File: src/rtl/core/tbcs_pkg.sv
// Shared types and constants of the threshold, blur and colorize stream.
`timescale 1ns / 1ps

package tbcs_pkg;

  localparam int PIX_W      = 8;
  localparam int DIM_W      = 11;
  localparam int THR_W      = 8;
  localparam int COEF_W     = 16;
  localparam int POS_W      = 10;
  localparam int CFG_IDX_W  = 3;
  localparam int CFG_DATA_W = 16;
  localparam int SUM4_W     = PIX_W + 2;
  localparam int FRAC_W     = 16;
  localparam int PROD_W     = COEF_W + SUM4_W;
  localparam int ACC_W      = PROD_W + 2;
  localparam int MIN_DIM    = 3;

  localparam logic [PIX_W-1:0] PIX_MAX = 8'hFF;

  localparam logic [DIM_W-1:0]  RST_FRAME_WIDTH  = 11'd640;
  localparam logic [DIM_W-1:0]  RST_FRAME_HEIGHT = 11'd480;
  localparam logic [THR_W-1:0]  RST_LOW_THR      = 8'd90;
  localparam logic [THR_W-1:0]  RST_HIGH_THR     = 8'd170;
  localparam logic [COEF_W-1:0] RST_COEF_CORNER  = 16'd6056;
  localparam logic [COEF_W-1:0] RST_COEF_SIDE    = 16'd7812;
  localparam logic [COEF_W-1:0] RST_COEF_CENTER  = 16'd10079;

  typedef enum logic [CFG_IDX_W-1:0] {
    REG_FRAME_WIDTH  = 3'd0,
    REG_FRAME_HEIGHT = 3'd1,
    REG_LOW_THR      = 3'd2,
    REG_HIGH_THR     = 3'd3,
    REG_COEF_CORNER  = 3'd4,
    REG_COEF_SIDE    = 3'd5,
    REG_COEF_CENTER  = 3'd6
  } cfg_reg_t;

  // One line-store word: the two previous rows at one column.
  typedef struct packed {
    logic [PIX_W-1:0] above2;
    logic [PIX_W-1:0] above1;
  } tbcs_line_t;

  typedef struct packed {
    logic [POS_W-1:0] row;
    logic [POS_W-1:0] col;
    logic             last;
  } tbcs_meta_t;

  typedef struct packed {
    logic [SUM4_W-1:0] corners;
    logic [SUM4_W-1:0] edges;
    logic [PIX_W-1:0]  center;
  } tbcs_taps_t;

  typedef struct packed {
    logic [COEF_W-1:0] corner;
    logic [COEF_W-1:0] side;
    logic [COEF_W-1:0] center;
  } tbcs_coef_t;

endpackage

File: src/rtl/core/tbcs_mac.sv
// Weighted sum, saturation and false coloring with the output register.
`timescale 1ns / 1ps

module tbcs_mac import tbcs_pkg::*; (
  input  logic             clk,
  input  logic             rst,
  input  tbcs_coef_t       coef,
  input  logic             in_valid,
  output logic             in_ready,
  input  tbcs_taps_t       taps,
  input  tbcs_meta_t       meta_in,
  output logic             out_valid,
  input  logic             out_ready,
  output logic [PIX_W-1:0] blurred,
  output logic [PIX_W-1:0] out_red,
  output logic [PIX_W-1:0] out_green,
  output logic [PIX_W-1:0] out_blue,
  output tbcs_meta_t       meta_out
);

  logic              v3;
  logic              out_en;
  logic [PROD_W-1:0] p_corner, p_side, p_center;
  tbcs_meta_t        meta3;
  logic [ACC_W-1:0]  acc;
  logic [ACC_W-FRAC_W-1:0] quot;
  logic [PIX_W-1:0]  b;

  assign out_en   = !out_valid || out_ready;
  assign in_ready = !v3 || out_en;

  always_ff @(posedge clk) begin
    if (rst) begin
      v3        <= 1'b0;
      out_valid <= 1'b0;
    end else begin
      if (in_ready) begin
        v3 <= in_valid;
      end
      if (out_en) begin
        out_valid <= v3;
      end
    end
  end

  always_ff @(posedge clk) begin
    if (in_valid && in_ready) begin
      p_corner <= PROD_W'(coef.corner) * PROD_W'(taps.corners);
      p_side   <= PROD_W'(coef.side) * PROD_W'(taps.edges);
      p_center <= PROD_W'(coef.center) * PROD_W'(taps.center);
      meta3    <= meta_in;
    end
  end

  always_comb begin
    acc  = ACC_W'(p_corner) + ACC_W'(p_side) + ACC_W'(p_center);
    quot = acc[ACC_W-1:FRAC_W];
    b    = (quot > (ACC_W-FRAC_W)'(PIX_MAX)) ? PIX_MAX : quot[PIX_W-1:0];
  end

  always_ff @(posedge clk) begin
    if (out_en && v3) begin
      blurred   <= b;
      out_red   <= {b[PIX_W-2:0], 1'b0};
      out_green <= (b == '0) ? PIX_MAX : {1'b0, b[PIX_W-1:1]};
      out_blue  <= b;
      meta_out  <= meta3;
    end
  end

endmodule

File: config.mk
export PLATFORM = sky130hd
export DESIGN_NAME = tbcs_mac
export DESIGN_NICKNAME = d
export VERILOG_FILES = /design/src/rtl/core/tbcs_pkg.sv /design/src/rtl/core/tbcs_mac.sv
export SDC_FILE = /design/constraint.sdc
export NUM_CORES = 1
export LEC_CHECK = 0
export ABC_AREA = 1
export ABC_CLOCK_PERIOD_IN_PS = 7300
export BUFFER_PORTS_ARGS = -buffer_cell sky130_fd_sc_hd__buf_2
export CAP_MARGIN = 15
export CORE_ASPECT_RATIO = 0.6
export CORE_MARGIN = 1.5
export CORE_UTILIZATION = 45
export DETAILED_ROUTE_END_ITERATION = 7
export MAX_ROUTING_LAYER = met4
export PLACE_DENSITY_LB_ADDON = 0.3
export SETUP_SLACK_MARGIN = 0.2
export SLEW_MARGIN = 10
export SYNTH_ARGS = -nofsm -noshare
export SYNTH_HDL_FRONTEND = slang
export SYNTH_SLANG_ARGS = --single-unit
File: constraint.sdc
create_clock -name clk -period 7.3 [get_ports clk]
set_input_delay 1.095 -clock clk [delete_from_list [all_inputs] [get_ports clk]]
set_output_delay 1.095 -clock clk [all_outputs]
set_load 0.03 [all_outputs]
==> out/results.ini <==
[yosys]
syn-num-nets=3211
yosysSeqAreaShare=0.1917
netlist_instances=2590
avgSynthCellArea_um2=8.186
synthArstFlopShare=0
yosysTopAreaCellShare=0.3087
yosys-top-cells-area=fa_1 31%, edfxtp_1 19%, nand2_1 13%
synth.largest_area_cell=fa_1
synth_edf_count=134
synth-seq-cells=136
synth_cell_type_count=43
netlist_area_um2=21200
ys_warn_count=0
ys.flop_type=edfxtp_1

[finish]
multi_input_area_um2=13960
final_core_util=0.4933
fillers=4485
regArea_um2=4064
fin_area_um2=22890
areaGrowthSynthToFinish_pct=7.961
final_layout_size_suffix_gt1_frac=0.07938
finalNetCount=3266

[floorplan]
start_util=0.4569
ioPinCount=156
die_y_um=171.1
die_w_um=283.2
core_um2=46400
dieArea_um2=48470
rows=61

[sta]
fin_crit_sh=0.7933
skew_ns=0.007890
fin_hold_ws_ns=0.4137
relSlewSlack=0.4690
clock.fmax_mhz=172.7
final-max-slew-violation-count=0
rsz0062_at_grt=false
fin_crit_ns=5.791
setup_slack_ns=1.509
fin_tns_setup_ns=0
tightest_slew_ns=0.7965
finalSetupViolCount=0
hold_viol=0

[critical_path]
crit_path_max_fanout=16
cpMaxStageDelayCell=fa_1
critPathRequiredTime_ns=7.49
arrival_ns=5.98
end_kind=flop
start_kind=input port
worstPathCellList=buf_2 > nand2_1 > fa_1 > inv_1 > fa_1 > inv_1 > fa_1 > inv_1 > fa_1 > inv_1 > fa_1 > inv_1 > ha_1 > nand2_1 > nor4_1 > a21oi_1 > o21ai_0 > a21oi_1 > xnor2_1
critical_path_class=in2reg
cp_slowest_stage_delay_ns=0.56

[route]
routedWlPerCell_um=15.30
routed_via_density=4.884
drt-total-wl_um=50350
ant_nets=0
drtIter0Drc=1286
drt_first_pass_iters=8
drc_errors=8
vias=16069

[clock_network]
cts-hold-fix-buffers=0
numCtsBuffers=17
clock_sinks=136
cts_max_level=4
path_clk_slew_ns=0.06
clock_latency_ns=0.43
tritoncts=done
cts_resized=0
clockBufferDepth=2
cts_root_buf=clkbuf_16
post-cts-setup-buffers=0

[global_routing]
first_global_vias=15786
antenna_found_initial=2
grt_pass1_wl_um=82340
grt_use_met2=0.3045
use_met3=0.03627
grt.overflow.total=0
grt_use_total=0.2199
grt_max_degree=53
busiest_layer=met1
use_met1=0.3394

[min_path]
worstHoldPathType=reg2reg

[place]
gp_congestion=0.9119
io_buffers=154
place_hpwl_um=42120
place_ws_ns=1.165
dpl_cell_area_um2=22270

[power]
power.leakage_nw=13.20
p_per_area_nw_per_um2=481.5
peakVddDrop_mv=0.2799

[outcome]
violations=design-rule violations
status=finished with violations

[job]
drv_cap=0

==> power by group <==
part / switching (mW) / total (mW) / internal (mW)
clock: 0.356 / 0.867 / 0.512
combinational: 5.55 / 8.57 / 3.02
sequential: 0.136 / 1.58 / 1.44
==> synth_stat cells (7+ instances only) <==
cell type / number
nand2_1: 710
inv_1: 708
fa_1: 327
ha_1: 193
edfxtp_1: 134
clkbuf_1: 104
a21oi_1: 80
nor2_1: 70
nand3_1: 48
xor2_1: 42
o21ai_0: 33
xnor2_1: 26
buf_4: 16
o21bai_1: 13
nor3_1: 9
a21o_1: 7
nand4_1: 7
nor2_2: 7
==> metal layers <==
metal / vias up / share of wire
met5: - / 0
met4: 0 / 0.0092
met3: 41 / 0.082
met2: 594 / 0.41
met1: 7741 / 0.50
li1: 7693 / -
==> registers in the layout, indices dropped and copies added, names as in the netlist <==
name and flops:
meta_out 21, out_valid 1, p_side 26, meta3 21
v3 1, p_corner 26, out_blue 8, p_center 24
out_green 8
==> metrics by stage <==
step	std cells	power, mW
2_1_floorplan	2590	7.915
3_3_place_gp	3255	9.979
3_5_place_dp	3255	10.04
4_1_cts	3287	10.97
5_1_grt	3290	12.23
6_report	3290	11.02
==> worst max-delay path, delay by kind of cell <==
family | cells | cell delay [ns]
AOI/OAI and AO/OA | 3 | 0.65
xor gates and xnor gates | 1 | 0.14
adders and majority gates | 6 | 2.87
buffers and inverters | 6 | 0.54
and+or+nand+nor | 3 | 0.67
==> final cells by class <==
type | count | area share
inverter | 713 | 0.1170
clock buffer | 18 | 0.01875
tap | 630 | 0.03444
multi-input combinational | 1621 | 0.6100
sequential | 136 | 0.1775
timing repair buffer | 156 | 0.03487
antenna | 2 | 0.0002186
clock inverter | 14 | 0.007215
==> worst paths after layout <==
check                                  start           to  slack (ns)  cells after the start
worst max-delay path                 taps[9]   p_side[22]        1.51                     19
worst min-delay path                meta3[2]  meta_out[2]        0.41                      0
worst max register to register  p_corner[17]  out_blue[6]        4.16                     11
worst min register to register      meta3[2]  meta_out[2]        0.41                      0
==> cell families (layout without fill, tap and decap cells) <==
kind of cell	Yosys count	in the layout	share of synthesized area
compound gates	161	161	0.04385
fa+ha+maj	520	520	0.4226
simple gates	871	871	0.1633
other cells	1	3	0.0001769
flops	136	136	0.1917
xor+xnor	68	68	0.02809
buf+inv	833	901	0.1503
==> layout by cell type, fill, tap and decap left out, types with 3 or more instances in the layout <==
cell          n
nor2_1       70
fa_1        327
xnor2_1      26
o211ai_1      5
ha_1        193
nor3_1        9
o21ai_0      33
edfxtp_1    134
buf_2       154
xor2_1       42
nor2_2        7
nand3_1      48
o21bai_1     13
o21a_1        6
a21oi_1      79
nand2_2       3
nand3b_1      4
inv_6         4
nand4_1       7
inv_1       707
nand2_1     710
inv_2         3
a211oi_1      4
nor4_1        6
clkinvlp_4    4
a21o_1        7
clkbuf_16    17
Power figures use the tool's default switching activity.
