===== config.mk =====
export PLATFORM = sky130hd
export DESIGN_NAME = tbcs_scan
export DESIGN_NICKNAME = d
export VERILOG_FILES = /design/src/rtl/core/tbcs_pkg.sv /design/src/rtl/core/tbcs_scan.sv
export SDC_FILE = /design/constraint.sdc
export NUM_CORES = 1
export LEC_CHECK = 0
export BUFFER_PORTS_ARGS = -buffer_cell sky130_fd_sc_hd__buf_4
export CAP_MARGIN = 25
export CORE_ASPECT_RATIO = 0.6
export CORE_MARGIN = 1
export CORE_UTILIZATION = 45
export CTS_CLUSTER_DIAMETER = 60
export DETAILED_ROUTE_END_ITERATION = 8
export GPL_TIMING_DRIVEN = 0
export PLACE_DENSITY = 0.66
export RECOVER_POWER = 100
export SYNTH_ARGS = -nofsm -noshare
export SYNTH_HDL_FRONTEND = slang
export SYNTH_SLANG_ARGS = --single-unit

===== constraint.sdc =====
create_clock -name clk -period 13.16 [get_ports clk]
set_clock_uncertainty 0.05 [all_clocks]
set_input_delay 0.658 -clock clk [delete_from_list [all_inputs] [get_ports clk]]
set_output_delay 0.658 -clock clk [all_outputs]
set_load 0.1 [all_outputs]

===== src/rtl/core/tbcs_pkg.sv =====
// Shared types and constants of the threshold, blur and colorize stream.
`timescale 1ns / 1ps

package tbcs_pkg;

  localparam int PIX_W      = 8;
  localparam int DIM_W      = 11;
  localparam int THR_W      = 8;
  localparam int COEF_W     = 16;
  localparam int POS_W      = 10;
  localparam int CFG_IDX_W  = 3;
  localparam int CFG_DATA_W = 16;
  localparam int SUM4_W     = PIX_W + 2;
  localparam int FRAC_W     = 16;
  localparam int PROD_W     = COEF_W + SUM4_W;
  localparam int ACC_W      = PROD_W + 2;
  localparam int MIN_DIM    = 3;

  localparam logic [PIX_W-1:0] PIX_MAX = 8'hFF;

  localparam logic [DIM_W-1:0]  RST_FRAME_WIDTH  = 11'd640;
  localparam logic [DIM_W-1:0]  RST_FRAME_HEIGHT = 11'd480;
  localparam logic [THR_W-1:0]  RST_LOW_THR      = 8'd90;
  localparam logic [THR_W-1:0]  RST_HIGH_THR     = 8'd170;
  localparam logic [COEF_W-1:0] RST_COEF_CORNER  = 16'd6056;
  localparam logic [COEF_W-1:0] RST_COEF_SIDE    = 16'd7812;
  localparam logic [COEF_W-1:0] RST_COEF_CENTER  = 16'd10079;

  typedef enum logic [CFG_IDX_W-1:0] {
    REG_FRAME_WIDTH  = 3'd0,
    REG_FRAME_HEIGHT = 3'd1,
    REG_LOW_THR      = 3'd2,
    REG_HIGH_THR     = 3'd3,
    REG_COEF_CORNER  = 3'd4,
    REG_COEF_SIDE    = 3'd5,
    REG_COEF_CENTER  = 3'd6
  } cfg_reg_t;

  // One line-store word: the two previous rows at one column.
  typedef struct packed {
    logic [PIX_W-1:0] above2;
    logic [PIX_W-1:0] above1;
  } tbcs_line_t;

  typedef struct packed {
    logic [POS_W-1:0] row;
    logic [POS_W-1:0] col;
    logic             last;
  } tbcs_meta_t;

  typedef struct packed {
    logic [SUM4_W-1:0] corners;
    logic [SUM4_W-1:0] edges;
    logic [PIX_W-1:0]  center;
  } tbcs_taps_t;

  typedef struct packed {
    logic [COEF_W-1:0] corner;
    logic [COEF_W-1:0] side;
    logic [COEF_W-1:0] center;
  } tbcs_coef_t;

endpackage


===== src/rtl/core/tbcs_scan.sv =====
// Raster position counters, contrast snap and first pipeline stage.
`timescale 1ns / 1ps

module tbcs_scan import tbcs_pkg::*; #(
  parameter int MAX_WIDTH  = 1024,
  parameter int MAX_HEIGHT = 1024
) (
  input  logic                         clk,
  input  logic                         rst,
  input  logic                         accept,
  input  logic [PIX_W-1:0]             luma,
  input  logic [DIM_W-1:0]             frame_width,
  input  logic [DIM_W-1:0]             frame_height,
  input  logic [THR_W-1:0]             low_thr,
  input  logic [THR_W-1:0]             high_thr,
  output logic [$clog2(MAX_WIDTH)-1:0] rd_addr,
  output logic [$clog2(MAX_WIDTH)-1:0] s1_addr,
  output logic [PIX_W-1:0]             s1_pix,
  output logic                         s1_emit,
  output tbcs_meta_t                   s1_meta
);

  localparam int CW = $clog2(MAX_WIDTH);
  localparam int RW = $clog2(MAX_HEIGHT);
  localparam int WW = (($clog2(MAX_WIDTH + 1) > DIM_W) ? $clog2(MAX_WIDTH + 1) : DIM_W) + 1;
  localparam int HW = (($clog2(MAX_HEIGHT + 1) > DIM_W) ? $clog2(MAX_HEIGHT + 1) : DIM_W) + 1;

  logic [CW-1:0] col_count, col_count_next;
  logic [RW-1:0] row_count, row_count_next;
  logic [WW-1:0] w, fw_ext, col_ext, c_ext, c_inc;
  logic [HW-1:0] h, fh_ext, row_ext, r_pre, r_ext, r_inc;
  logic          interior;
  logic [PIX_W-1:0] pix;

  always_comb begin
    fw_ext = WW'(frame_width);
    fh_ext = HW'(frame_height);
    if (fw_ext < WW'(MIN_DIM)) begin
      w = WW'(MIN_DIM);
    end else if (fw_ext > WW'(MAX_WIDTH)) begin
      w = WW'(MAX_WIDTH);
    end else begin
      w = fw_ext;
    end
    if (fh_ext < HW'(MIN_DIM)) begin
      h = HW'(MIN_DIM);
    end else if (fh_ext > HW'(MAX_HEIGHT)) begin
      h = HW'(MAX_HEIGHT);
    end else begin
      h = fh_ext;
    end

    // A geometry change can leave the counters beyond the new frame size.
    col_ext = WW'(col_count);
    row_ext = HW'(row_count);
    if (col_ext >= w) begin
      c_ext = '0;
      r_pre = row_ext + HW'(1);
    end else begin
      c_ext = col_ext;
      r_pre = row_ext;
    end
    r_ext = (r_pre >= h) ? '0 : r_pre;

    interior = (r_ext >= HW'(1)) && (r_ext + HW'(2) <= h) &&
               (c_ext >= WW'(1)) && (c_ext + WW'(2) <= w);
    pix = luma;
    if (interior) begin
      if (pix < low_thr) begin
        pix = '0;
      end
      if (pix > high_thr) begin
        pix = PIX_MAX;
      end
    end

    c_inc = c_ext + WW'(1);
    r_inc = r_ext + HW'(1);
    if (c_inc >= w) begin
      col_count_next = '0;
      row_count_next = (r_inc >= h) ? '0 : RW'(r_inc);
    end else begin
      col_count_next = CW'(c_inc);
      row_count_next = RW'(r_ext);
    end
  end

  assign rd_addr = CW'(c_ext);

  always_ff @(posedge clk) begin
    if (rst) begin
      col_count <= '0;
      row_count <= '0;
    end else if (accept) begin
      col_count <= col_count_next;
      row_count <= row_count_next;
    end
  end

  always_ff @(posedge clk) begin
    if (accept) begin
      s1_addr      <= CW'(c_ext);
      s1_pix       <= pix;
      s1_emit      <= (r_ext >= HW'(2)) && (c_ext >= WW'(2));
      s1_meta.row  <= POS_W'(r_ext - HW'(1));
      s1_meta.col  <= POS_W'(c_ext - WW'(1));
      s1_meta.last <= (r_ext == h - HW'(1)) && (c_ext == w - WW'(1));
    end
  end

  a_col_in_frame: assert property (@(posedge clk) disable iff (rst)
    accept |=> (WW'(col_count) < $past(w)))
    else $error("column counter left the frame after a transaction");

  a_row_in_frame: assert property (@(posedge clk) disable iff (rst)
    accept |=> (HW'(row_count) < $past(h)))
    else $error("row counter left the frame after a transaction");

endmodule


==> results.cfg, run 1 <==
[status]
run_status = complete, but fails checks
failed_checks = max-capacitance violations, max-slew violations

[sta]
fin_crit_sh = 0.838
hold_viol = 0
fmax_ghz = 0.0906
tightest_slew_ns = 2.19
final_max_slew_viol_count = 42
setup_viol_count_final = 0
max-slew-margin-rel = -0.462
post-route-min-period_ns = 11.03
tns_ns = 0
rsz0062_at_grt = false

[routing]
wirelength_mm = 21.8
drt-vias-per-instance = 5.93
drcViolationCount = 0
dr.first_iter.drc_count = 671
wire_per_inst_um = 19.1
via_count = 6765
drt_pass1_iterations = 5
drtAntennaViolNets = 0

[place]
portBuffers = 93
place_congestion = 0.958
hpwl_mm = 17.6

[worst_hold_path]
holdPathEnd = row_count[5]$_SDFFE_PP0P_
hp-class = reg2reg
hp-start = row_count[5]$_SDFFE_PP0P_
holdPathStages = 2

[cts]
clock_latency_ns = 0.33
hold_buffers = 0
cts_root_buffer = clkbuf_16
cts_buffers = 9
cts_max_path_buffers = 2
cts_tree = built
worst_setup_hold_path_clk_slew_ns = 0.05
htreeDepth = 3
post-cts-setup-buffers = 0
cts_resized = 0
clock-sinks = 60

[floorplan]
coreArea_sq_mm = 0.0147
fp.dieH_um = 97.8
fp.dieW_um = 162
start_util = 0.467
fp-row-count = 34
die_area_sq_mm = 0.0158
num_io_pins = 99

[worst_setup_path]
arrival_ns = 11.07
r2r_setup_slack_ns = 3.21
cpPeakStageDelay_ns = 1.03
cp.required_ns = 13.20
rr_worst_depth = 32
crit_path_top_delay_cell = a2111oi_0
worstSetupPathType = in2reg
start_kind = input port
path_max_fanout = 10
timing.rr.end = s1_pix[5]$_DFFE_PP_
endpoint_kind = register
reg2reg_from = col_count[0]$_SDFFE_PP0P_

[synthesis]
synth-seq-cells = 60
ys_seq_area_frac = 0.233
synth_edf_count = 40
synthArstFlopShare = 0
netlist_area_sq_mm = 0.00688
synth_common_cells = ha_1, nor2_1, nand2_1
synth_largest_area_cell = ha_1
avgSynthCellArea_sq_um = 8.26
synth_top_cell_area_share = 0.176
syn_nets = 979
netlist-cell-type-count = 93
synthCells = 833
ys.flop_type = edfxtp_1
synth_warnings = 0
synth_most_common_cell = ha_1
yosys-top-cells-area = ha_1, edfxtp_1, dfxtp_1

[global_routing]
grt_max_degree = 42
grt_pass1_vias = 6012
antenna_found_initial = 0
grt-ovfl-total = 0
grt_usage = 0.274
grt_pass1_wl_mm = 33.5

[finish]
final.fill_count = 1494
seq_area_sq_mm = 0.00160
multiInputGateArea_sq_mm = 0.00487
drive_gt1_frac = 0.113
n_antenna_cell = 0
nNetsFinal = 1084
synthToLayoutAreaGrowth_pct = 15.5

[power_and_ir_drop]
p_per_area_mw_per_mm2 = 96.6
total_power_mw = 0.767
irDropWorstVdd_mv = 0.0695
p_leak_nw = 3.32

[run]
max-cap-violations = 1
cell type report:
class,count,share of cell area
multi-input cells,684,0.613
flip-flops and latches,60,0.202
repair buffers,94,0.0643
well taps,198,0.0312
clock buffers,9,0.0283
inverters,50,0.0236
plain buffers,39,0.0224
clock inverters,7,0.0156
metal layers:
layer,track usage,wire length [um]
met1,0.444,11000
met2,0.334,7510
met3,0.0960,3110
met4,0.0443,170
met5,0,0
placed cells by master (no fill, tap or decap), types with 5 or more instances in the layout:
cell type	instances
edfxtp_1	40
a22oi_1	9
o21a_1	13
o21ai_0	51
nand2_1	69
nor2b_1	6
and4_1	5
nor3_1	26
xor2_1	15
inv_1	43
nand2b_1	12
clkbuf_16	9
nand3_1	30
a21o_1	14
o211ai_1	10
a311oi_1	5
nor2_1	85
buf_2	5
clkbuf_1	80
dfxtp_1	20
xnor2_1	36
o31ai_1	6
a31oi_1	7
or3_1	7
buf_4	42
nor4_1	5
a21oi_1	41
ha_1	97
nand4_1	11
a211oi_1	9
and3_1	5
and2_1	13
a21bo_2	7
critical path, delay by kind of cell:
family                   cells  cell delay [ns]
AO/OA/AOI/OAI               14             5.22
XOR/XNOR                     2             0.50
adder cells (fa/ha/maj)      4             1.23
buffers and inverters        8             2.23
AND/OR/NAND/NOR              7             1.20
stage by stage:
stage                      util  setup WS (ns)  instances  hold slack (ns)  area (sq um)
after global placement    0.531           2.93       1124            0.513          7820
after detailed placement  0.531           2.91       1124            0.525          7820
after CTS                 0.555           3.23       1140            0.537          8170
final                     0.540           2.13       1141            0.548          7950
after global routing      0.540           1.46       1141            0.567          7950
after floorplan               -           5.07        833            0.447          6880
report_power, final:
group	total [mW]	leakage, nW	internal, mW	switching, mW
Sequential	0.225	0.547	0.219	0.00585
Clock	0.274	0.166	0.186	0.0883
Combinational	0.268	2.61	0.0723	0.196
how the worst max path moves through the flow:
| stage | startpoint | end | slack, ns | cells past startpoint |
|---|---|---|---|---|
| final | frame_width[3] | s1_pix[5]$_DFFE_PP_ | 2.13 | 35 |
| after global routing | frame_width[3] | s1_pix[2]$_DFFE_PP_ | 1.46 | 37 |
| after CTS | frame_width[3] | s1_pix[5]$_DFFE_PP_ | 3.23 | 36 |
| after detailed placement | frame_width[3] | s1_pix[5]$_DFFE_PP_ | 2.91 | 36 |
| after global placement | frame_width[3] | s1_pix[5]$_DFFE_PP_ | 2.93 | 36 |
| after floorplan | frame_width[3] | s1_pix[0]$_DFFE_PP_ | 5.07 | 36 |
state kept, by name, summed over array words and instances (netlist names):
signal and count:
col_count 10, row_count 10, s1_addr 10, s1_emit 1
s1_meta 21, s1_pix 8
kinds of logic after synthesis:
group                    share of synthesized area
buffers and inverters                       0.0540
adder cells (fa/ha/maj)                      0.176
multiplexers                               0.00437
XOR/XNOR                                    0.0650
flip-flops                                   0.233
AND/OR/NAND/NOR                              0.226
AO/OA/AOI/OAI                                0.241
(Power assumes the default switching activity.)
==> inputs of run 2 (changes only) <==
clock period = 10.9 ns   (was 13.16 ns; I/O delays follow)
==> run 2 against run 1 <==
  * The run still ends with max-capacitance violations, max-slew violations left
  * Critical path depth unchanged
  * Worst setup slack got worse by 1.2 ns
  * Cell count did not move
  * Core utilization rose by 0.20 points
  * Flip-flop and latch count is the same
  * Worst hold slack got worse by 0.081 ns
  * Wire length rose by 0.14%
  * Sequential power up 20%
==> results.cfg, run 2 (synthesis gave the netlist of run 1 again) <==
[status]
run_status = complete, but fails checks
failed_checks = max-capacitance violations, max-slew violations

[routing]
drt_pass1_iterations = 5
drtAntennaViolNets = 0
wirelength_mm = 21.8
dr.first_iter.drc_count = 608
drcViolationCount = 0
via_count = 6791
wire_per_inst_um = 19.1
drt-vias-per-instance = 5.95

[finish]
final.fill_count = 1488
largest_register_ffs = 21
nNetsFinal = 1084
top_register = s1_meta
synthToLayoutAreaGrowth_pct = 16.0
n_antenna_cell = 0
drive_gt1_frac = 0.119
layout_commonest_cell = ha_1
final_util = 0.542
post_layout_nonfiller_instances = 1141
final_cell_mix = ha_1, nor2_1, clkbuf_1

[power_and_ir_drop]
p_leak_nw = 3.34
switching_power_mw = 0.350
seq_power_share = 0.293
comb_power_share = 0.352
switching_share = 0.377
p_per_area_mw_per_mm2 = 116
clock_power_share = 0.355
p_int_mw = 0.578
irDropWorstVdd_mv = 0.0837

[sta]
setup_ws_ns = 0.940
post-route-min-period_ns = 9.96
tightest_slew_ns = 2.21
final_max_slew_viol_count = 42
whs_ns = 0.467
fin_crit_sh = 0.914
hold_viol = 0
tns_ns = 0
fmax_ghz = 0.100
rsz0062_at_grt = false
max-slew-margin-rel = -0.471
setup_viol_count_final = 0

[worst_hold_path]
hp-class = in2reg

[global_routing]
grt_usage = 0.274
grt_max_degree = 42
grt_pass1_wl_mm = 33.5
grt-ovfl-total = 0
grt_pass1_vias = 6012
antenna_found_initial = 0

[place]
place_congestion = 0.958
dp_cells = 1124
hpwl_mm = 17.6
dp_slack_ns = 0.763
portBuffers = 93

[worst_setup_path]
path_max_fanout = 10
cpPeakStageDelay_ns = 0.74
cp.required_ns = 10.94
cp_common_cell = ha_1
crit_path_top_delay_cell = o21ai_0
arrival_ns = 10.00
endpoint_kind = register
start_kind = input port
worstSetupPathType = in2reg

[floorplan]
die_area_sq_mm = 0.0158
num_io_pins = 99
fp.dieW_um = 162
fp-row-count = 34
start_util = 0.467
fp.dieH_um = 97.8
coreArea_sq_mm = 0.0147

[run]
max-cap-violations = 1

[cts]
cts_tree = built
cts_resized = 0
htreeDepth = 3
post-cts-setup-buffers = 0
cts_root_buffer = clkbuf_16
cts_buffers = 9
cts_max_path_buffers = 2
clock_latency_ns = 0.33
worst_setup_hold_path_clk_slew_ns = 0.05
clock-sinks = 60
hold_buffers = 0
## run 2: metal layers
layer / vias up / wire length (um) / share of wire / global-route usage
met5: - / 0 / 0 / 0
met4: 0 / 163 / 0.0075 / 0.0443
met3: 11 / 3250 / 0.15 / 0.0960
met2: 377 / 7480 / 0.34 / 0.334
met1: 3100 / 10900 / 0.50 / 0.444
li1: 3303 / - / - / -
## run 2: per-stage QoR
| step | area [sq um] | power (mW) |
|---|---|---|
| 2_1_floorplan | 6880 | 0.523 |
| 3_3_place_gp | 7820 | 0.606 |
| 3_5_place_dp | 7820 | 0.610 |
| 4_1_cts | 8170 | 0.942 |
| 5_1_grt | 7980 | 0.968 |
| 6_report | 7980 | 0.928 |
## run 2: power by group through the flow
| stage | clock, mW | sequential (mW) | combinational [mW] |
|---|---|---|---|
| 6_report | 0.330 | 0.271 | 0.326 |
| 5_1_grt | 0.345 | 0.273 | 0.350 |
| 4_1_cts | 0.336 | 0.271 | 0.335 |
| 3_5_place_dp | 0 | 0.276 | 0.334 |
| 3_3_place_gp | 0 | 0.275 | 0.331 |
| 2_1_floorplan | 0 | 0.376 | 0.146 |
## run 2: area by class of cell
type | instances | area, sq um | share of cell area
Inverter | 50 | 188 | 0.0235
Timing Repair Buffer | 94 | 512 | 0.0642
Multi-Input combinational cell | 684 | 4900 | 0.614
Clock inverter | 7 | 124 | 0.0155
Tap cell | 198 | 248 | 0.0311
Sequential cell | 60 | 1600 | 0.201
Clock buffer | 9 | 225 | 0.0282
Buffer | 39 | 180 | 0.0226
## run 2: path summary, 6_finish.rpt
path	start	to	slack (ns)	depth (start not counted)
max reg2reg	col_count[0]$_SDFFE_PP0P_	s1_pix[0]$_DFFE_PP_	1.87	32
min reg2reg	row_count[2]$_SDFFE_PP0P_	row_count[2]$_SDFFE_PP0P_	0.55	2
max	frame_width[3]	s1_pix[0]$_DFFE_PP_	0.94	35
min	luma[2]	s1_pix[2]$_DFFE_PP_	0.47	2
## run 2: critical path: cells and delay by family
family                   cells  cell delay (ns)
buffers and inverters        8             2.03
adder cells (fa/ha/maj)      4             1.25
XOR/XNOR                     2             0.50
AND/OR/NAND/NOR              7             1.17
AO/OA/AOI/OAI               14             4.49
