`src/rtl/core/tbcs_pkg.sv`:
```
// Shared types and constants of the threshold, blur and colorize stream.
`timescale 1ns / 1ps

package tbcs_pkg;

  localparam int PIX_W      = 8;
  localparam int DIM_W      = 11;
  localparam int THR_W      = 8;
  localparam int COEF_W     = 16;
  localparam int POS_W      = 10;
  localparam int CFG_IDX_W  = 3;
  localparam int CFG_DATA_W = 16;
  localparam int SUM4_W     = PIX_W + 2;
  localparam int FRAC_W     = 16;
  localparam int PROD_W     = COEF_W + SUM4_W;
  localparam int ACC_W      = PROD_W + 2;
  localparam int MIN_DIM    = 3;

  localparam logic [PIX_W-1:0] PIX_MAX = 8'hFF;

  localparam logic [DIM_W-1:0]  RST_FRAME_WIDTH  = 11'd640;
  localparam logic [DIM_W-1:0]  RST_FRAME_HEIGHT = 11'd480;
  localparam logic [THR_W-1:0]  RST_LOW_THR      = 8'd90;
  localparam logic [THR_W-1:0]  RST_HIGH_THR     = 8'd170;
  localparam logic [COEF_W-1:0] RST_COEF_CORNER  = 16'd6056;
  localparam logic [COEF_W-1:0] RST_COEF_SIDE    = 16'd7812;
  localparam logic [COEF_W-1:0] RST_COEF_CENTER  = 16'd10079;

  typedef enum logic [CFG_IDX_W-1:0] {
    REG_FRAME_WIDTH  = 3'd0,
    REG_FRAME_HEIGHT = 3'd1,
    REG_LOW_THR      = 3'd2,
    REG_HIGH_THR     = 3'd3,
    REG_COEF_CORNER  = 3'd4,
    REG_COEF_SIDE    = 3'd5,
    REG_COEF_CENTER  = 3'd6
  } cfg_reg_t;

  // One line-store word: the two previous rows at one column.
  typedef struct packed {
    logic [PIX_W-1:0] above2;
    logic [PIX_W-1:0] above1;
  } tbcs_line_t;

  typedef struct packed {
    logic [POS_W-1:0] row;
    logic [POS_W-1:0] col;
    logic             last;
  } tbcs_meta_t;

  typedef struct packed {
    logic [SUM4_W-1:0] corners;
    logic [SUM4_W-1:0] edges;
    logic [PIX_W-1:0]  center;
  } tbcs_taps_t;

  typedef struct packed {
    logic [COEF_W-1:0] corner;
    logic [COEF_W-1:0] side;
    logic [COEF_W-1:0] center;
  } tbcs_coef_t;

endpackage

```
`src/rtl/core/tbcs_window.sv`:
```
// 3x3 neighborhood window, line-store write-back and tap sums.
`timescale 1ns / 1ps

module tbcs_window import tbcs_pkg::*; (
  input  logic             clk,
  input  logic             rst,
  input  logic             advance,
  input  tbcs_line_t       rd_line,
  input  logic [PIX_W-1:0] pix,
  input  tbcs_meta_t       meta_in,
  output tbcs_line_t       wr_line,
  output tbcs_taps_t       taps,
  output tbcs_meta_t       meta_out
);

  // Only the middle and right columns are kept; the left column of the
  // shifted window is the old middle column.
  logic [PIX_W-1:0] win_mid   [3];
  logic [PIX_W-1:0] win_right [3];

  assign wr_line.above2 = rd_line.above1;
  assign wr_line.above1 = pix;

  always_ff @(posedge clk) begin
    if (rst) begin
      for (int k = 0; k < 3; k++) begin
        win_mid[k]   <= '0;
        win_right[k] <= '0;
      end
    end else if (advance) begin
      for (int k = 0; k < 3; k++) begin
        win_mid[k] <= win_right[k];
      end
      win_right[0] <= rd_line.above2;
      win_right[1] <= rd_line.above1;
      win_right[2] <= pix;
    end
  end

  always_ff @(posedge clk) begin
    if (advance) begin
      taps.corners <= SUM4_W'(win_mid[0]) + SUM4_W'(rd_line.above2) +
                      SUM4_W'(win_mid[2]) + SUM4_W'(pix);
      taps.edges   <= SUM4_W'(win_right[0]) + SUM4_W'(win_mid[1]) +
                      SUM4_W'(rd_line.above1) + SUM4_W'(win_right[2]);
      taps.center  <= win_right[1];
      meta_out     <= meta_in;
    end
  end

endmodule

```
`config.mk`:
```
export PLATFORM = sky130hd
export DESIGN_NAME = tbcs_window
export DESIGN_NICKNAME = d
export VERILOG_FILES = /design/src/rtl/core/tbcs_pkg.sv /design/src/rtl/core/tbcs_window.sv
export SDC_FILE = /design/constraint.sdc
export NUM_CORES = 1
export LEC_CHECK = 0
export CORE_MARGIN = 5
export CORE_UTILIZATION = 35
export CTS_CLUSTER_DIAMETER = 60
export CTS_CLUSTER_SIZE = 8
export DETAILED_ROUTE_END_ITERATION = 8
export DONT_BUFFER_PORTS = 1
export GPL_TIMING_DRIVEN = 0
export HOLD_SLACK_MARGIN = 0.05
export RECOVER_POWER = 25
export REMOVE_ABC_BUFFERS = 1
export SYNTH_ARGS = -nofsm -noshare
export SYNTH_HDL_FRONTEND = slang
export SYNTH_SLANG_ARGS = --single-unit
```
`constraint.sdc`:
```
create_clock -name clk -period 7.3 [get_ports clk]
set_input_delay 1.825 -clock clk [delete_from_list [all_inputs] [get_ports clk]]
set_output_delay 1.825 -clock clk [all_outputs]
set_load 0.01 [all_outputs]
```
==> results of run 1 <==
[cell usage after synthesis (all sizes together) (3+ instances only)]
cell	n	area share [%]
a21oi	8	1.0
and2	48	6.1
buf	18	2.7
clkbuf	3	0.23
edfxtp	97	59
fa	32	13
ha	18	4.6
inv	83	6.4
nand2	4	0.31
nor2	5	0.38
nor2b	4	0.66
o21ai	5	0.59
xnor2	9	1.6
xor2	3	0.54
[per-layer routing]
metal	vias up	GRT usage (%)	wire length [um]
met2	76	16.24	3796
li1	1092	-	-
met3	11	5.147	711
met1	1148	11.86	3365
met5	-	0	0
met4	0	3.184	95
[cell type report]
cell class,instances,area share [%]
clock buffer,10,4.309
multi-input combinational,152,28.94
inverter,83,5.863
timing repair buffer,1,0.2826
tap,180,4.238
sequential,97,54.82
clock inverter,6,1.554
[where the power goes]
group | leakage [uW] | total [uW] | internal (uW) | switching, uW
Clock | 0.000154 | 495 | 298 | 196
Combinational | 0.00103 | 294 | 138 | 155
Sequential | 0.00101 | 780 | 720 | 60.7
Total | 0.00219 | 1570 | 1160 | 412
[worst max-delay path, stage by stage]
cell	delay, ps
fa_1	570
fa_1	430
ha_1	250
fa_1	420
a21o_1	210
a21oi_2	190
o21ai_1	130
nor4_1	190
a21oi_1	60
[registers in the layout, summed over array words and instances, names as in the netlist]
name       cells
win_right     24
win_mid       24
meta_out      21
taps          28
[stage by stage]
stage / util, % / power [uW] / cells / hold WS, ps
after floorplan: - / 1024 / 332 / 417.4
after detailed placement: 36.18 / 1096 / 513 / 425.5
final: 38.43 / 1569 / 529 / 440.6
after global routing: 38.43 / 1669 / 529 / 458.9
after global placement: 36.05 / 1089 / 512 / 430.2
after CTS: 38.43 / 1594 / 529 / 442.5
[cell families after synthesis]
family	count (synthesis)	synth area share (%)
AO/OA/AOI/OAI	21	2.936
XOR/XNOR	12	2.145
flip-flops	97	59.43
buffers and inverters	104	9.242
AND/OR/NAND/NOR	69	8.578
adder cells (fa/ha/maj)	50	17.67
[how the worst max path moves through the flow]
stage	to	slack [ps]	cells after the start
4_1_cts	taps[27]	3120	9
2_1_floorplan	taps[27]	2960	9
3_3_place_gp	taps[27]	2780	9
6_report	taps[27]	3120	9
3_5_place_dp	taps[27]	2750	9
5_1_grt	taps[27]	2990	9
==> results.yml, run 1 <==
status:
  status: "completed"
worst_hold_path:
  hp-start: "win_right[0][12]"
  min_delay_path_depth: 0
  hold_path_end: "taps[4]"
  timing.hold.worst.class: "register to register"
floorplan:
  die_h_um: 128.3
  die_w_um: 128.3
  start_util_pct: 35.44
  row_count: 43
  core_mm2: 0.01383
  io-pin-count: 113
  die_area_mm2: 0.01647
critical_path:
  r2r_start: "win_mid[0][1]"
  r2r_end: "taps[27]"
  r2r_setup_slack_ps: 4260
  cp.arrival_ps: 4280
  rr_worst_depth: 9
  cp-start-kind: "input pin"
  worstPathMaxFanout: 2
  crit_type: "input pin to register"
  crit_required_ps: 7390
  worstSetupEndpointType: "register"
  crit_start: "rd_line[9]"
power_and_ir_drop:
  p_leak_uw: 0.002192
  p_per_area_mw_per_mm2: 295.2
  vdd_drop_max_mv: 0.1633
timing:
  fin_ws_ps: 3118
  max_freq_ghz: 0.2391
  worstMarginPinSlew_ps: 1175
  slew_viol_final: 0
  setup_viol: 0
  hold_viol: 0
  slew_headroom_pct: 21.66
  rsz0062_at_grt: "no"
  fin_crit_sh_pct: 57.28
  finalSetupTns_ps: 0
  fin_skew_ps: 7.118
  min_period_ps: 4182
clock_network:
  cts_hold_buf: 0
  post_cts_buffers: 0
  cts_tree: "yes"
  cts_resized: 0
  htree_levels: 3
  clkTransAtPathRegs_ps: 70
  clock_sinks: 97
  numCtsBuffers: 9
  cts.path.max_buffers: 2
  root_buffer: "clkbuf_16"
  clock_latency_ps: 340
place:
  dp_slack_ps: 2755
  dp_hpwl_um: 5754
  globalplace.congestion: 0.7160
  placed_cell_area_mm2: 0.005002
  portBuffers: 0
logic_synthesis:
  synth_ff_type: "edfxtp_1"
  ys_seq_area_share_pct: 59.43
  syn_area_mm2: 0.004901
  ys_ff_latch: 97
  ys_types: 32
  async_reset_ff_share_pct: 0
  yosysWarnings: 0
  synthCells: 353
  avgSynthCellArea_um2: 13.88
  synth_edf_count: 97
grt:
  grt_pass1_wl_um: 12560
  overflow: 0
  antenna_found_initial: 0
  grt_usage_pct: 10.11
  grt_pass1_vias: 2442
  grt_max_degree: 52
cells_and_area:
  layout_commonest_cell: "edfxtp_1"
  final_nets: 442
  nFillCells: 1313
  multiInputGateArea_mm2: 0.001538
  regArea_mm2: 0.002913
  synthToLayoutAreaGrowth_pct: 8.425
  drive_above_1_share_pct: 6.590
  layout_common_cells: "97 x edfxtp_1, 83 x inv_1, 48 x and2_1, 32 x fa_1, 18 x ha_1"
  n_antenna_cell: 0
  finalInstanceArea_mm2: 0.005314
drt:
  remaining_drc_errors: 0
  drtIter0Drc: 118
  routed_via_density: 4.399
  wl_um: 7969
  drtAntennaViolNets: 0
  num_vias: 2327
  drt_first_pass_iters: 4
  wl_per_cell_um: 15.06
job:
  drv_cap: 0
No activity file was read; power rests on OpenSTA's default activity.
==> run 2, diff against run 1 <==
ABC_AREA = 1   (was not set)
clock period = 4.3 ns   (was 7.3 ns; I/O delays follow)
==> run 2 against run 1 <==
Effect of this change:
- final area grew 0.12%
- combinational power grew 85%
- worst setup slack lost 2000 ps
- synthesized area grew 1.6%
- sequential share of layout area shrank 0.064 points
- clock skew is essentially flat
- non-clock buffer count is the same
==> results.yml, run 2 <==
critical_path:
  worstSetupEndpointType: "register"
  cp.arrival_ps: 3270
  crit_type: "input pin to register"
  worstPathMaxFanout: 2
  cp-start-kind: "input pin"
  crit_required_ps: 4400
  crit_start: "rd_line[1]"
  r2r_start: "win_right[0][1]"
logic_synthesis:
  ys_top_cells_by_count: "117 x inv_1, 97 x edfxtp_1, 53 x nor2_1"
  synth_ff_type: "edfxtp_1"
  async_reset_ff_share_pct: 0
  synth_top_cell_by_area: "edfxtp_1"
  synthCells: 419
  syn_area_mm2: 0.004981
  synth_most_common_cell: "inv_1"
  ys_types: 21
  synth_edf_count: 97
  ys_seq_area_share_pct: 58.48
  synth_area_leaders: "edfxtp_1 58%, fa_1 13%, inv_1 8.8%"
  yosysWarnings: 0
  ys_ff_latch: 97
  avgSynthCellArea_um2: 11.89
  yosys.area.top_type_share_pct: 58.48
worst_hold_path:
  hp-start: "win_right[0][11]"
  timing.hold.worst.class: "register to register"
drt:
  drt_first_pass_iters: 4
  num_vias: 2502
  routed_via_density: 4.219
  wl_um: 8670
  wl_per_cell_um: 14.62
  drtIter0Drc: 95
  remaining_drc_errors: 0
  drtAntennaViolNets: 0
cells_and_area:
  nFillCells: 1340
  n_antenna_cell: 0
  reg_top3: "taps: 28 flops, win_mid: 24 flops, win_right: 24 flops"
  layout_commonest_cell: "inv_1"
  multiInputGateArea_mm2: 0.001471
  layout_common_cells: "117 x inv_1, 97 x edfxtp_1, 53 x nor2_1, 49 x nand2_1, 32 x fa_1"
  final_nets: 508
  largest_reg_flops: 28
  regArea_mm2: 0.002913
  regMostFlops: "taps"
  drive_above_1_share_pct: 4.843
  synthToLayoutAreaGrowth_pct: 6.807
  fin_util_pct: 38.18
  finalInstanceArea_mm2: 0.005320
grt:
  use_met3_pct: 5.070
  grt_pass1_wl_um: 13680
  overflow: 0
  grt_usage_pct: 10.95
  gr-max-usage-layer: "met2"
  antenna_found_initial: 0
  grt_max_degree: 52
  grt_pass1_vias: 2676
  use_met2_pct: 18.35
  met1_usage_pct: 12.22
clock_network:
  clkTransAtPathRegs_ps: 70
  clock_latency_ps: 340
  clock_sinks: 97
  cts_resized: 0
  post_cts_buffers: 0
  cts_hold_buf: 0
  htree_levels: 3
  root_buffer: "clkbuf_16"
  numCtsBuffers: 9
  cts_tree: "yes"
  cts.path.max_buffers: 2
floorplan:
  io-pin-count: 113
  die_area_mm2: 0.01672
  core_mm2: 0.01393
  die_h_um: 129.3
  row_count: 43
  die_w_um: 129.3
  start_util_pct: 35.75
timing:
  rsz0062_at_grt: "no"
  slew_viol_final: 0
  fin_skew_ps: 7.349
  max_freq_ghz: 0.3153
  hold_viol: 0
  worstMarginPinSlew_ps: 1208
  setup_viol: 0
  slew_headroom_pct: 19.44
  fin_crit_sh_pct: 73.75
  finalSetupTns_ps: 0
  min_period_ps: 3171
power_and_ir_drop:
  p_clk_share_pct: 27.9
  swShare_pct: 29.20
  p_leak_uw: 0.002380
  switchingPower_uw: 747.2
  power_frac_comb_pct: 21.3
  vdd_drop_max_mv: 0.2396
  p_per_area_mw_per_mm2: 481.0
  p_seq_share_pct: 50.8
  internal_power_uw: 1812
job:
  drv_cap: 0
place:
  placed_cell_area_mm2: 0.005069
  dp_hpwl_um: 6385
  portBuffers: 0
  globalplace.congestion: 0.7800
status:
  status: "completed"
==> run 2: cell types whose count changed after synthesis, moves of 4 or more <==
cell     previous run  this run
and2_1             48         0
xnor2_1             9         5
nand2_1             4        50
nand3_1             0         8
nor2_1              5        53
inv_1              83       117
==> run 2: final cells by class <==
class / count / area share [%]
Clock inverter: 4 / 0.4233
Multi-Input combinational cell: 184 / 27.66
Timing Repair Buffer: 1 / 0.3763
Inverter: 117 / 8.255
Tap cell: 180 / 4.233
Sequential cell: 97 / 54.75
Clock buffer: 10 / 4.304
==> run 2: critical path, stage by stage <==
cell and delay (ps):
inv_1 60, fa_1 560, fa_1 430, inv_1 70
ha_1 190, inv_1 60, fa_1 410, inv_1 70
nand2_1 40, nand2_1 70, nand3_1 90, nand3_1 80
nand2_1 60
==> run 2: metal layers <==
metal	share of wire (%)	wire length, um	vias up
met5	0	0	-
met4	1.4	123	0
met3	7.3	633	9
met2	50	4327	69
met1	41	3585	1180
li1	-	-	1244
==> run 2: cells by family (layout without fill, tap and decap cells) <==
family                     Yosys count  in the layout  share of synthesized area [%]
adders and majority gates           50             50                          17.38
buffers and inverters              138            132                          12.03
AOI/OAI and AO/OA                    6              6                         0.6029
xor gates and xnor gates             6              6                          1.055
and+or+nand+nor                    122            122                          10.45
DFF                                 97             97                          58.48
==> run 2: final timing paths <==
check	to	slack, ps	depth (start not counted)
max	taps[15]	1130	13
min reg2reg	taps[3]	450	0
max reg2reg	taps[15]	1540	13
min	taps[3]	450	0
==> run 2: stage by stage <==
step	instances	setup WS, ps	hold slack (ps)	total power, uW
finish	593	1129	452.5	2559
global route	593	995.5	456.6	2744
CTS	593	1118	453.0	2609
detailed placement	579	743.6	436.2	1887
global placement	578	785.2	433.2	1867
floorplan	398	978.5	426.4	1736
==> run 2: power by group through the flow <==
| stage | clock network (uW) | logic [uW] | registers, uW |
|---|---|---|---|
| after floorplan | 0 | 439 | 1300 |
| after global placement | 0 | 540 | 1330 |
| after detailed placement | 0 | 557 | 1330 |
| after CTS | 737 | 562 | 1310 |
| after global routing | 782 | 648 | 1310 |
| final | 715 | 544 | 1300 |
==> run 3, diff against run 2 <==
ABC_AREA = 0   (was 1)
clock period = 3.1 ns   (was 4.3 ns; I/O delays follow)
==> run 3 against run 2 <==
Effect of this change:
- flip-flop and latch count stayed put
- clock skew hardly changed
- final area is 0.40% higher
- sequential power is 42% higher
- sequential share of layout area is 0.22 points lower
- critical path depth is 4 lower
- worst setup slack worse by 1100 ps
- die area is 1.5% lower
- total power is 45% higher
- non-clock buffer count stayed put
- register-to-register slack worse by 1400 ps
- count of clock-buffer cells in the layout stayed put
- critical endpoint is now taps[27]
- largest cell class unchanged
- highest routed layer unchanged
==> results.yml, run 3 (synthesized netlist as in run 1, its figures left out) <==
timing:
  rsz0062_at_grt: "yes"
  slew_viol_final: 0
  hold_viol: 0
  min_period_ps: 3078
  slew_headroom_pct: 22.17
  finalSetupTns_ps: 0
  fin_skew_ps: 7.118
  max_freq_ghz: 0.3249
  setup_viol: 0
  worstMarginPinSlew_ps: 1168
  fin_ws_ps: 22.35
  timing.hold.ws_ps: 440.6
  fin_crit_sh_pct: 99.28
grt:
  antenna_found_initial: 0
  grt_usage_pct: 10.11
  overflow: 0
  grt_max_degree: 52
  grt_pass1_vias: 2442
  grt_pass1_wl_um: 12560
power_and_ir_drop:
  p_leak_uw: 0.002192
  p_per_area_mw_per_mm2: 695.7
  totalPowerFinal_uw: 3716
  vdd_drop_max_mv: 0.3845
status:
  status: "completed"
critical_path:
  crit_required_ps: 3190
  cpMaxStageDelayCell: "fa_1"
  crit_type: "input pin to register"
  cp_num_buf_inv: 0
  cp.arrival_ps: 3170
  cp_cell_sequence: "fa_1, fa_1, ha_4, fa_2, a21o_1, a21oi_2, o21ai_2, nor4_2, a21oi_1"
  cpMostUsedCell: "fa_1"
  cpPeakStageDelay_ps: 560
  worstSetupEndpointType: "register"
  cp-start-kind: "input pin"
  path_delay_family: "adder cells"
  worstPathMaxFanout: 2
drt:
  drt_first_pass_iters: 4
  num_vias: 2321
  wl_per_cell_um: 15.22
  routed_via_density: 4.388
  drtAntennaViolNets: 0
  remaining_drc_errors: 0
  wl_um: 8052
  drtIter0Drc: 106
place:
  portBuffers: 0
  dp_slack_ps: -395.3
  dp_hpwl_um: 5754
  globalplace.congestion: 0.7160
floorplan:
  die_area_mm2: 0.01647
  start_util_pct: 35.44
  die_w_um: 128.3
  io-pin-count: 113
  core_mm2: 0.01383
  die_h_um: 128.3
  row_count: 43
cells_and_area:
  synthToLayoutAreaGrowth_pct: 8.986
  regMostFlops: "taps"
  largest_reg_flops: 28
  layout_common_cells: "97 x edfxtp_1, 83 x inv_1, 48 x and2_1, 30 x fa_1, 17 x ha_1"
  layout_commonest_cell: "edfxtp_1"
  n_antenna_cell: 0
  reg_top3: "taps: 28 flops, win_mid: 24 flops, win_right: 24 flops"
  final_nets: 442
  nFillCells: 1310
  drive_above_1_share_pct: 8.023
clock_network:
  cts_tree: "yes"
  htree_levels: 3
  cts.path.max_buffers: 2
  clock_sinks: 97
  post_cts_buffers: 0
  numCtsBuffers: 9
  root_buffer: "clkbuf_16"
  clkTransAtPathRegs_ps: 70
  clock_latency_ps: 340
worst_hold_path:
  timing.hold.worst.class: "register to register"
job:
  drv_cap: 0
run 3: cell types whose count changed in the layout (fill, tap and decap cells not counted), sizes merged, moves of 4 or more:
| cell | delta |
|---|---|
| xnor2 | +4 |
| and2 | +48 |
| nor2b | +4 |
| inv | -34 |
| nand3 | -9 |
| nor2 | -49 |
| or2 | -4 |
| o21ai | +5 |
| nand2 | -47 |
run 3: cell type report:
cell class / instances / area (um^2) / area share, %
sequential: 97 / 2913 / 54.53
multi-input combinational: 152 / 1565 / 29.30
inverter: 83 / 311.5 / 5.833
clock buffer: 10 / 229.0 / 4.287
tap: 180 / 225.2 / 4.216
clock inverter: 6 / 82.58 / 1.546
timing repair buffer: 1 / 15.01 / 0.2811
run 3: path summary, 6_finish.rpt:
| path | slack [ps] | endpoint | cells past startpoint | start |
|---|---|---|---|---|
| worst max register to register | 110 | taps[27] | 9 | win_mid[0][1] |
| worst min-delay path | 440 | taps[4] | 0 | win_right[0][12] |
| worst min register to register | 440 | taps[4] | 0 | win_right[0][12] |
| worst max-delay path | 20 | taps[27] | 9 | rd_line[9] |
run 3: power breakdown:
part           leakage, uW  switching [uW]  internal, uW  total (uW)
registers          0.00101             143          1690        1840
clock network     0.000154             463           703        1170
logic              0.00103             375           337         712
run 3: timing repair:
item | 4_1_cts | 5_1_grt
pin swaps | 0 | 5
setup endpoints to repair | 1 | 2
gates resized for setup | 1 | 5
hold buffers | 0 | 0
run 3: layer usage:
metal  GRT usage [%]  up-vias  part of all wire, %
li1                -     1091                    -
met1           11.86     1148                   42
met2           16.24       71                   48
met3           5.147       11                  8.5
met4           3.184        0                  1.2
met5               0        -                    0
run 3: metrics by stage:
stage | cell area [um^2] | cells | util (%)
floorplan | 4760 | 332 | -
global placement | 4985 | 512 | 36.05
detailed placement | 5002 | 513 | 36.18
CTS | 5316 | 529 | 38.45
global route | 5341 | 529 | 38.63
finish | 5341 | 529 | 38.63
run 3: worst reg2reg max path, stage by stage (launching register included):
cell      delay, ps
edfxtp_1        380
fa_1            520
fa_1            460
ha_4            200
fa_2            350
a21o_1          200
a21oi_2         190
o21ai_2         100
nor4_2          270
a21oi_1          60
